==> config.mk <==
export PLATFORM = sky130hd
export DESIGN_NAME = ipv4_longest_prefix_route_table_core
export DESIGN_NICKNAME = d
export VERILOG_FILES = /design/src/rtl/core/lprt_pkg.sv /design/src/rtl/core/ipv4_longest_prefix_route_table_core.sv /design/src/rtl/core/lprt_ram.sv
export SDC_FILE = /design/constraint.sdc
export NUM_CORES = 1
export LEC_CHECK = 0
export BUFFER_PORTS_ARGS = -buffer_cell sky130_fd_sc_hd__buf_2
export CAP_MARGIN = 0
export CELL_PAD_IN_SITES_DETAIL_PLACEMENT = 1
export CELL_PAD_IN_SITES_GLOBAL_PLACEMENT = 2
export CORE_ASPECT_RATIO = 0.9
export CORE_MARGIN = 2
export CORE_UTILIZATION = 45
export DETAILED_ROUTE_END_ITERATION = 10
export PLACE_DENSITY_LB_ADDON = 0.08
export SYNTH_ARGS = -nofsm -noshare
export SYNTH_HDL_FRONTEND = slang
export SYNTH_SLANG_ARGS = --single-unit
export TNS_END_PERCENT = 10
==> constraint.sdc <==
create_clock -name i_clk -period 10.2 [get_ports i_clk]
set_input_delay 2.04 -clock i_clk [delete_from_list [all_inputs] [get_ports i_clk]]
set_output_delay 2.04 -clock i_clk [all_outputs]
set_load 0.01 [all_outputs]
==> src/rtl/core/lprt_pkg.sv <==
// Package for the IPv4 longest-prefix route table core.
// Holds table sizing, request/status codes, the route entry type and state encoding.
// No dependencies.
package lprt_pkg;

    localparam int TABLE_ENTRIES = 8;
    localparam int IDX_W         = (TABLE_ENTRIES > 1) ? $clog2(TABLE_ENTRIES) : 1;
    localparam int MAX_LEN       = 32;

    typedef enum logic [1:0] {
        REQ_LOOKUP = 2'd0,
        REQ_ADD    = 2'd1,
        REQ_REMOVE = 2'd2
    } t_req;

    typedef enum logic [1:0] {
        ST_OK      = 2'd0,
        ST_NOROUTE = 2'd1,
        ST_FULL    = 2'd2
    } t_status;

    typedef enum logic [1:0] {
        S_IDLE,
        S_SCAN,
        S_DRAIN,
        S_DONE
    } t_state;

    typedef struct packed {
        logic [31:0] prefix;
        logic [5:0]  len;
        logic [31:0] gateway;
        logic [7:0]  iface;
    } t_route;

    localparam int ROUTE_W = $bits(t_route);

    // leading-ones mask for a clamped length of 0..32
    function automatic logic [31:0] len_mask(input logic [5:0] len);
        len_mask = ~(32'hFFFF_FFFF >> len);
    endfunction

endpackage

==> src/rtl/core/ipv4_longest_prefix_route_table_core.sv <==
// IPv4 longest-prefix route table: lookup, add and remove over a scanned entry RAM.
// Depends on lprt_pkg and lprt_ram.
// An accepted request steps through the scan, drain and done states with busy high; o_valid follows done.
// Each request does one RAM read per entry, then a write-back for an add that finds a slot.
// Reset (synchronous, active low) empties every slot via per-entry occupancy flops.
// The result is strobed for one cycle on o_valid; the receiver cannot stall.
module ipv4_longest_prefix_route_table_core (
    input  logic                  i_clk,
    input  logic                  i_rst_n,
    input  logic                  start,
    output logic                  busy,
    input  logic [1:0]            i_req_type,
    input  logic [31:0]           i_address,
    input  logic [5:0]            i_prefix_len,
    input  logic [31:0]           i_next_hop_in,
    input  logic [7:0]            i_iface_in,
    output logic                  o_valid,
    output logic [1:0]            o_status,
    output logic [31:0]           o_out_next_hop,
    output logic [7:0]            o_out_iface,
    output logic [31:0]           o_out_prefix,
    output logic [5:0]            o_out_prefix_len
);
    import lprt_pkg::*;

    localparam logic [IDX_W-1:0] LAST_IDX = IDX_W'(TABLE_ENTRIES - 1);

    t_state r_state, n_state;

    // control
    logic [IDX_W-1:0] r_rd_idx, n_rd_idx;
    logic             r_ev_vld, n_ev_vld;
    logic [IDX_W-1:0] r_ev_idx, n_ev_idx;
    logic             r_hit, n_hit;
    logic             r_ex_hit, n_ex_hit;
    logic             r_free_hit, n_free_hit;
    logic             r_valid_o, n_valid_o;
    logic [TABLE_ENTRIES-1:0] r_occ, n_occ;

    // payload
    logic [1:0]       r_req, n_req;
    logic [31:0]      r_addr, n_addr;
    logic [5:0]       r_len, n_len;
    logic [31:0]      r_nh, n_nh;
    logic [7:0]       r_ifc, n_ifc;
    t_route           r_best, n_best;
    logic [IDX_W-1:0] r_ex_idx, n_ex_idx;
    logic [IDX_W-1:0] r_free_idx, n_free_idx;
    logic [1:0]       r_o_status, n_o_status;
    t_route           r_o_route, n_o_route;

    // RAM interface
    logic             ram_we, ram_re;
    logic [IDX_W-1:0] ram_waddr;
    t_route           ram_wdata, ram_rdata;
    logic [ROUTE_W-1:0] ram_rbits;

    logic             ev_occ, ev_match, ev_exact;

    lprt_ram #(
        .DATA_W (ROUTE_W),
        .DEPTH  (TABLE_ENTRIES),
        .ADDR_W (IDX_W)
    ) u_ram (
        .i_clk   (i_clk),
        .i_we    (ram_we),
        .i_waddr (ram_waddr),
        .i_wdata (ram_wdata),
        .i_re    (ram_re),
        .i_raddr (r_rd_idx),
        .o_rdata (ram_rbits)
    );

    assign ram_rdata = t_route'(ram_rbits);

    assign ev_occ   = r_occ[r_ev_idx];
    assign ev_match = ((ram_rdata.prefix ^ r_addr) & len_mask(ram_rdata.len)) == 32'd0;
    assign ev_exact = ev_occ && (ram_rdata.len == r_len) && (ram_rdata.prefix == r_addr);

    always_comb begin
        n_state    = r_state;
        n_rd_idx   = r_rd_idx;
        n_ev_vld   = 1'b0;
        n_ev_idx   = r_ev_idx;
        n_hit      = r_hit;
        n_ex_hit   = r_ex_hit;
        n_free_hit = r_free_hit;
        n_valid_o  = 1'b0;
        n_occ      = r_occ;
        n_req      = r_req;
        n_addr     = r_addr;
        n_len      = r_len;
        n_nh       = r_nh;
        n_ifc      = r_ifc;
        n_best     = r_best;
        n_ex_idx   = r_ex_idx;
        n_free_idx = r_free_idx;
        n_o_status = r_o_status;
        n_o_route  = r_o_route;
        ram_re     = 1'b0;
        ram_we     = 1'b0;
        ram_waddr  = r_ex_idx;
        ram_wdata  = '{prefix: r_addr, len: r_len, gateway: r_nh, iface: r_ifc};

        // entry evaluation, one per cycle behind the read
        if (r_ev_vld) begin
            if (ev_occ && ev_match && (!r_hit || (ram_rdata.len > r_best.len))) begin
                n_hit  = 1'b1;
                n_best = ram_rdata;
            end
            if (ev_exact && !r_ex_hit) begin
                n_ex_hit = 1'b1;
                n_ex_idx = r_ev_idx;
            end
            if (!ev_occ && !r_free_hit) begin
                n_free_hit = 1'b1;
                n_free_idx = r_ev_idx;
            end
        end

        unique case (r_state)
            S_IDLE: begin
                if (start) begin
                    n_req      = i_req_type;
                    n_addr     = i_address;
                    n_len      = (i_prefix_len > 6'(MAX_LEN)) ? 6'(MAX_LEN) : i_prefix_len;
                    n_nh       = i_next_hop_in;
                    n_ifc      = i_iface_in;
                    n_rd_idx   = '0;
                    n_hit      = 1'b0;
                    n_ex_hit   = 1'b0;
                    n_free_hit = 1'b0;
                    n_state    = S_SCAN;
                end
            end
            S_SCAN: begin
                ram_re   = 1'b1;
                n_ev_vld = 1'b1;
                n_ev_idx = r_rd_idx;
                if (r_rd_idx == LAST_IDX) begin
                    n_state = S_DRAIN;
                end else begin
                    n_rd_idx = r_rd_idx + IDX_W'(1);
                end
            end
            S_DRAIN: begin
                n_state = S_DONE;
            end
            S_DONE: begin
                n_valid_o  = 1'b1;
                n_o_status = ST_OK;
                n_o_route  = '0;
                case (r_req)
                    REQ_LOOKUP: begin
                        if (r_hit) begin
                            n_o_route = r_best;
                        end else begin
                            n_o_status = ST_NOROUTE;
                        end
                    end
                    REQ_ADD: begin
                        if (r_ex_hit || r_free_hit) begin
                            ram_we    = 1'b1;
                            ram_waddr = r_ex_hit ? r_ex_idx : r_free_idx;
                            n_occ[ram_waddr] = (r_ifc != 8'd0);
                        end else begin
                            n_o_status = ST_FULL;
                        end
                    end
                    REQ_REMOVE: begin
                        if (r_ex_hit) begin
                            n_occ[r_ex_idx] = 1'b0;
                        end else begin
                            n_o_status = ST_NOROUTE;
                        end
                    end
                    default: begin
                    end
                endcase
                n_state = S_IDLE;
            end
            default: begin
                n_state = S_IDLE;
            end
        endcase
    end

    always_ff @(posedge i_clk) begin
        if (!i_rst_n) begin
            r_state    <= S_IDLE;
            r_rd_idx   <= '0;
            r_ev_vld   <= 1'b0;
            r_ev_idx   <= '0;
            r_hit      <= 1'b0;
            r_ex_hit   <= 1'b0;
            r_free_hit <= 1'b0;
            r_valid_o  <= 1'b0;
            r_occ      <= '0;
        end else begin
            r_state    <= n_state;
            r_rd_idx   <= n_rd_idx;
            r_ev_vld   <= n_ev_vld;
            r_ev_idx   <= n_ev_idx;
            r_hit      <= n_hit;
            r_ex_hit   <= n_ex_hit;
            r_free_hit <= n_free_hit;
            r_valid_o  <= n_valid_o;
            r_occ      <= n_occ;
        end
    end

    always_ff @(posedge i_clk) begin
        r_req      <= n_req;
        r_addr     <= n_addr;
        r_len      <= n_len;
        r_nh       <= n_nh;
        r_ifc      <= n_ifc;
        r_best     <= n_best;
        r_ex_idx   <= n_ex_idx;
        r_free_idx <= n_free_idx;
        r_o_status <= n_o_status;
        r_o_route  <= n_o_route;
    end

    assign busy             = (r_state != S_IDLE);
    assign o_valid          = r_valid_o;
    assign o_status         = r_o_status;
    assign o_out_next_hop   = r_o_route.gateway;
    assign o_out_iface      = r_o_route.iface;
    assign o_out_prefix     = r_o_route.prefix;
    assign o_out_prefix_len = r_o_route.len;

    a_strobe_after_done: assert property (@(posedge i_clk) disable iff (!i_rst_n)
        o_valid |-> $past(r_state == S_DONE))
        else $error("result strobe without completed scan");

    a_accept_starts_scan: assert property (@(posedge i_clk) disable iff (!i_rst_n)
        (start && !busy) |=> (r_state == S_SCAN && r_rd_idx == '0))
        else $error("accepted request did not start scan at entry zero");

    a_eval_in_scan: assert property (@(posedge i_clk) disable iff (!i_rst_n)
        r_ev_vld |-> (r_state == S_SCAN || r_state == S_DRAIN))
        else $error("entry evaluation outside scan");

    a_hit_fields_ok: assert property (@(posedge i_clk) disable iff (!i_rst_n)
        (o_valid && o_out_iface != 8'd0) |-> (o_status == ST_OK))
        else $error("route returned with failing status");

    a_no_write_in_scan: assert property (@(posedge i_clk) disable iff (!i_rst_n)
        ram_re |-> !ram_we)
        else $error("entry write overlaps scan read");

endmodule

==> src/rtl/core/lprt_ram.sv <==
// Simple dual-port synchronous RAM, one write and one registered read port.
// Generic; used for the route entry store. No package dependency.
module lprt_ram #(
    parameter int DATA_W = 8,
    parameter int DEPTH  = 8,
    parameter int ADDR_W = (DEPTH > 1) ? $clog2(DEPTH) : 1
) (
    input  logic              i_clk,
    input  logic              i_we,
    input  logic [ADDR_W-1:0] i_waddr,
    input  logic [DATA_W-1:0] i_wdata,
    input  logic              i_re,
    input  logic [ADDR_W-1:0] i_raddr,
    output logic [DATA_W-1:0] o_rdata
);

    logic [DATA_W-1:0] mem [DEPTH];
    logic [DATA_W-1:0] r_rdata;

    always_ff @(posedge i_clk) begin
        if (i_we) begin
            mem[i_waddr] <= i_wdata;
        end
    end

    always_ff @(posedge i_clk) begin
        if (i_re) begin
            r_rdata <= mem[i_raddr];
        end
    end

    assign o_rdata = r_rdata;

endmodule
# ---- Word level (Yosys, flattened, before mapping)
# Memories as Yosys holds them, arrays and structs flattened. A register that Yosys moved wholly into a read port is not among the register bits.
# Index checks and enable logic that the tools add are counted.
dict set report classes {
  n_addsub 1
  multipliers 0
  div_mod_pow 0
  order_cmp 7
  n_eq_ne 13
  shifts 1
  n_mux 43
  bitwise_logic 5
  n_reduce_logical 29
}
# op count
set ops {}
lappend ops {{$and 32x32->32} 1}
lappend ops {{$eq 32x32->1} 1}
lappend ops {{$logic_not 32->1} 1}
lappend ops {{$not 32->32} 1}
lappend ops {{$shr 32x6->32 const A} 1}
lappend ops {{$xor 32x32->32} 1}
lappend ops {{$mux 1} 24}
lappend ops {{$mux 3} 6}
lappend ops {{$mux 8} 2}
lappend ops {{$pmux 8 s2} 1}
lappend ops {{$lt 3x4->1 const B} 3}
lappend ops {{$reduce_and 2->1} 6}
lappend ops {{$ne 2x2->1 const B} 5}
lappend ops {{$and 8x8->8} 1}
lappend ops {{$bwmux 8} 1}
lappend ops {{$logic_and 1x1->1} 8}
lappend ops {{$not 8->8} 1}
lappend ops {{$pmux 2 s4} 1}
lappend ops {{$reduce_bool 8->1} 1}
lappend ops {{$demux 1 s3} 2}
lappend ops {{$eq 2x2->1 const B} 3}
lappend ops {{$eq 6x6->1} 1}
lappend ops {{$ge 3x1->1 const B} 2}
lappend ops {{$gt 6x6->1} 1}
lappend ops {{14 further kinds} 24}
dict set report word_totals {
  reg_bits 265
  latchBits 0
  ram_bits 624
  rom_bits 0
  input_bits 83
  output_inout_bits 82
  elab_cells 125
  mem_count 1
}
# name words word_bits rd rd_ports_with_merged_regs write_ports line
set mem_list {}
lappend mem_list {u_ram.mem 8 78 1 1 1 lprt_ram.sv:17} ;# logic [DATA_W-1:0] mem [DEPTH];

# ---- Longest topological paths before layout
dict set report depth {
  ltp_word 10
  mapped_depth 9
  mapped_depth_nobuf 8
}

# ---- Cells and area by module
# A second synthesis with hierarchy kept.
dict set report unflattened {
  cells_unflattened 1614
  hier_area_um2 35950.7
}
# module n_inst cells_per_inst area_each_um2 seq_area_each_um2
set modules_own_cells {}
lappend modules_own_cells {lprt_ram 1 993 25821.0 21080.2}
lappend modules_own_cells {ipv4_longest_prefix_route_table_core 1 621 10129.7 7747.4}

# ---- Least setup slack after synthesis
# No wires, ideal clock.
dict set report synth_path {
  path_type {flip-flop to flip-flop}
  from {reg u_ram.r_rdata[45], in the netlist u_ram.o_rdata[45], read port of u_ram.mem}
  to {reg r_best[0] (netlist bit), enable pin}
  setup_time_ns 0.610
  arrival_time_ns 7.327
  required_ns 9.590
  setup_slack_ns 2.263
  path_stages_with_launch 8
  synth_period_minus_slack_ns 7.937
  path_cell_list {edfxtp_1 buf_6 nor3_1 a21oi_1 a21oi_1 or4b_1 or4_4 nor3_1}
}
dict set report synth_via {
  elab_chain_len 7
  word_cells_on_any_way 9
  cone_classes {order compare (1); shift (1); bitwise (2); reduce/logical (5)}
}
# element line
set synth_rtl {}
lappend synth_rtl {{start: declaration} lprt_ram.sv:18} ;# logic [DATA_W-1:0] r_rdata;
lappend synth_rtl {{$shr 32x6->32} lprt_pkg.sv:40} ;# len_mask = ~(32'hFFFF_FFFF >> len);
lappend synth_rtl {{$not 32->32} lprt_pkg.sv:40}
lappend synth_rtl {{$and 32x32->32} ipv4_longest_prefix_route_table_core.sv:77} ;# assign ev_match = ((ram_rdata.prefix ^ r_addr) & len_mask(ram_rdata.len)) == 32'd0;
lappend synth_rtl {{$logic_not 32->1} ipv4_longest_prefix_route_table_core.sv:77}
lappend synth_rtl {{$logic_and 1x1->1} ipv4_longest_prefix_route_table_core.sv:107} ;# if (ev_occ && ev_match && (!r_hit || (ram_rdata.len > r_best.len))) begin
lappend synth_rtl {{$logic_and 1x1->1 (*)} ipv4_longest_prefix_route_table_core.sv:107}
lappend synth_rtl {{$reduce_and 2->1 (no line) (*)} n/a}
lappend synth_rtl {{end signal: assignment} ipv4_longest_prefix_route_table_core.sv:218} ;# r_best <= n_best;
lappend synth_rtl {{end: declaration} ipv4_longest_prefix_route_table_core.sv:46} ;# t_route r_best, n_best;
# Mark *: on every way between the ends. The rest lies on a longest branch, timed or not.
# A chain may end at the register's enable or synchronous reset.

# ---- Worst setup path after layout
dict set report layout_path {
  from {reg r_state[0]}
  to {out busy}
}
dict set report layout_via {
  elab_chain_len 1
}
# element line
set layout_rtl {}
lappend layout_rtl {{start: declaration} ipv4_longest_prefix_route_table_core.sv:28} ;# t_state r_state, n_state;
lappend layout_rtl {{start signal: assignment} ipv4_longest_prefix_route_table_core.sv:200} ;# r_state <= n_state;
lappend layout_rtl {{$reduce_bool 2->1} ipv4_longest_prefix_route_table_core.sv:225} ;# assign busy = (r_state != S_IDLE);
lappend layout_rtl {{end: declaration} ipv4_longest_prefix_route_table_core.sv:11} ;# output logic busy,
# No other way between the ends.

==> flow_summary.json <==
{
  "htreeDepth": 3,
  "clk_pin_slew_ns": 0.06,
  "cts_buffers": 100,
  "hold_viol": 0,
  "die-area_mm2": 0.08184,
  "ys_seq_elements": 967,
  "vias_per_cell": 5.453,
  "cts_hold_buf": 0,
  "core_area_mm2": 0.07909,
  "outcome": "completed",
  "drcViolationCount": 0,
  "p_sw_mw": 2.466,
  "start_util_pct": 45.27,
  "switching_share_pct": 24.67,
  "post_drt_wl_per_cell_um": 26.29,
  "timing.fmax_mhz": 263.7,
  "powerDensity_mw_per_mm2": 242.0,
  "portBuffers": 164,
  "rows": 98,
  "finalSetupViolations": 0,
  "hold_class": "reg -> reg",
  "grt_pass1_wl_um": 117000,
  "critPathMostFrequentCell": "inv_1",
  "hold_ws_ns": 0.4173,
  "cts_sinks": 967,
  "max-cap-violations": 0,
  "cp-startpoint": "r_state[0]",
  "syn_area_mm2": 0.03581,
  "worst_slack_ns": 6.407,
  "worstPathCellList": "inv_1, ha_1, inv_1, buf_2",
  "clk-insertion-delay-late_ns": 0.67,
  "synth_area_leaders": "edfxtp_1 (79%), mux4_2 (9.8%), mux2_2 (2.5%), and2_1 (1.5%), dfxtp_1 (1.2%)",
  "irDropWorstVdd_mv": 0.1870,
  "nFillCells": 6917,
  "fp.dieW_um": 301.3,
  "r2r_slack_ns": 6.52,
  "worstPathRequired_ns": 8.16,
  "cts_resized": 0,
  "grt_antenna_before_repair": 4,
  "post-cts-setup-buffer-count": 0,
  "finalWeightedCongestion": 0.7532,
  "ios": 165,
  "die_h_um": 271.6,
  "yosysTopAreaCellShare_pct": 79.34,
  "dp_hpwl_um": 42750,
  "internal-power_mw": 7.528,
  "syn_inst": 1623,
  "yosysWarnings": 0,
  "grt_max_degree": 65,
  "fin_tns_setup_ns": 0,
  "synth_area_leader_cell": "edfxtp_1",
  "root_buffer": "clkbuf_16",
  "grt_overflow_total": 0,
  "syn_to_final_growth_pct": 15.35,
  "power_frac_seq_pct": 52.3,
  "synth_ff_type": "edfxtp_1",
  "post_dp_cell_area_mm2": 0.03799,
  "dr_total_vias": 16210,
  "cp_top_family": "flip-flops",
  "drive_gt1_share_pct": 30.61,
  "fin_crit_sh_pct": 37.18,
  "drt_iter0_drc": 1079,
  "postRouteAntennaNets": 0,
  "pwr-share-clk_pct": 36.8,
  "start_kind": "flop",
  "first_pass_iters": 5,
  "tightestPinTransition_ns": 1.116,
  "slew_viol_final": 0,
  "fin_crit_ns": 3.793,
  "path_class": "reg -> out",
  "pre_cts_ws_ns": 6.034,
  "cpMaxStageDelayCell": "dfxtp_1",
  "final_area_mm2": 0.04130,
  "yosysSeqAreaShare_pct": 80.51,
  "cts_tree": "done",
  "ys_types": 57,
  "cp.arrival_ns": 1.75,
  "worstHoldStart": "u_ram.o_rdata[25]",
  "layout.nets": 1946,
  "grt_pass1_vias": 17560,
  "synth-edff-count": 946,
  "path_buf_inv": 3,
  "clk_path_buf_depth": 3,
  "fin_skew_ns": 0.03108,
  "synth_nets": 1719,
  "crit_path_max_fanout": 4,
  "synth-async-reset-ratio_pct": 0,
  "synth_area_per_cell_um2": 22.06,
  "cp_slowest_stage_delay_ns": 0.48,
  "p_leak_nw": 13.00,
  "grtUsageTotal_pct": 19.52,
  "rr_startpoint": "u_ram.o_rdata[43]",
  "slew_headroom_pct": 25.59,
  "rsz0062_at_grt": "no",
  "combPwrFrac_pct": 10.9,
  "routed_wl_um": 78160,
  "cp-end-kind": "primary output"
}
==> cell usage in the layout (no fill, tap or decap), drive strengths merged, types with 21 or more instances in the layout <==
cell type / netlist / routed
xnor2: 33 / 33
clkbuf: 45 / 117
buf: 22 / 192
mux2: 79 / 79
and2: 83 / 83
nand2: 30 / 30
nand3: 21 / 21
clkinv: 0 / 36
dfxtp: 21 / 21
nor2: 23 / 23
edfxtp: 946 / 946
inv: 17 / 21
mux4: 156 / 156
==> sequential cells by signal, summed over array words and instances (netlist names), 8 cells and up <==
register and cells:
r_nh 32, o_out_iface 8, r_occ 8, r_best 78
r_ifc 8, o_out_prefix 32, o_out_next_hop 32, u_ram.o_rdata 78
r_addr 32, u_ram.mem 624
==> synthesized netlist by cell type, types with 2 or more instances <==
cell type	number
o22ai_1	2
and2_1	83
nor2_1	23
nand3_1	21
mux2i_1	9
nand3b_1	3
xor2_1	6
ha_1	13
nor3_1	6
nor4_1	3
xnor2_1	33
a21oi_1	15
inv_1	17
nand2b_1	5
clkbuf_1	45
dfxtp_1	21
o211ai_1	2
a31oi_1	2
nor2b_1	16
a2111oi_0	2
buf_6	2
a21boi_0	14
or4_1	2
nand2_1	30
mux2_2	79
nand4_1	7
edfxtp_1	946
mux4_2	156
o21ai_0	9
nor3b_1	2
a211oi_1	4
buf_1	19
a22oi_1	2
==> final timing paths <==
kind	end	cells past startpoint
worst min register to register	r_best[25]	0
worst min-delay path	r_best[25]	0
worst max register to register	r_best[18]	7
worst max-delay path	busy	4
==> stage by stage <==
step	utilization, %	instances	total power [mW]
after floorplan	-	1623	5.937
after global placement	48.04	2798	6.398
after detailed placement	48.04	2798	6.437
after CTS	52.21	2971	10.13
after global routing	52.22	2973	10.37
final	52.22	2973	9.994
==> metal layers <==
metal | vias up | GRT usage (%) | share of wire [%]
li1 | 7053 | - | -
met1 | 8761 | 28.07 | 46
met5 | - | 0 | 0
met2 | 293 | 31.77 | 49
met3 | 105 | 2.601 | 3.5
met4 | 0 | 4.962 | 1.9
==> power by group through the flow <==
stage	Sequential (mW)	Combinational [mW]	Clock (mW)
2_1_floorplan	5.16	0.779	0
3_3_place_gp	5.29	1.10	0
3_5_place_dp	5.32	1.11	0
4_1_cts	5.24	1.12	3.76
5_1_grt	5.28	1.19	3.90
6_report	5.23	1.09	3.68
==> kinds of logic after synthesis <==
group	synth area share, %
xor+xnor	0.9540
mux	12.55
compound gates	1.349
buf+inv	0.9260
fa+ha+maj	0.4543
flops	80.51
simple gates	3.257
==> final cells by class <==
cell class	count	area, µm²	share of cell area, %
Inverter	17	63.81	0.1545
Tap cell	1050	1314	3.181
Sequential cell	967	28840	69.83
Antenna cell	2	5.005	0.01212
Clock inverter	56	738.2	1.787
Clock buffer	117	2566	6.213
Multi-Input combinational cell	572	6744	16.33
Timing Repair Buffer	192	1031	2.496
Note: power is estimated with default switching activity, not from simulation.
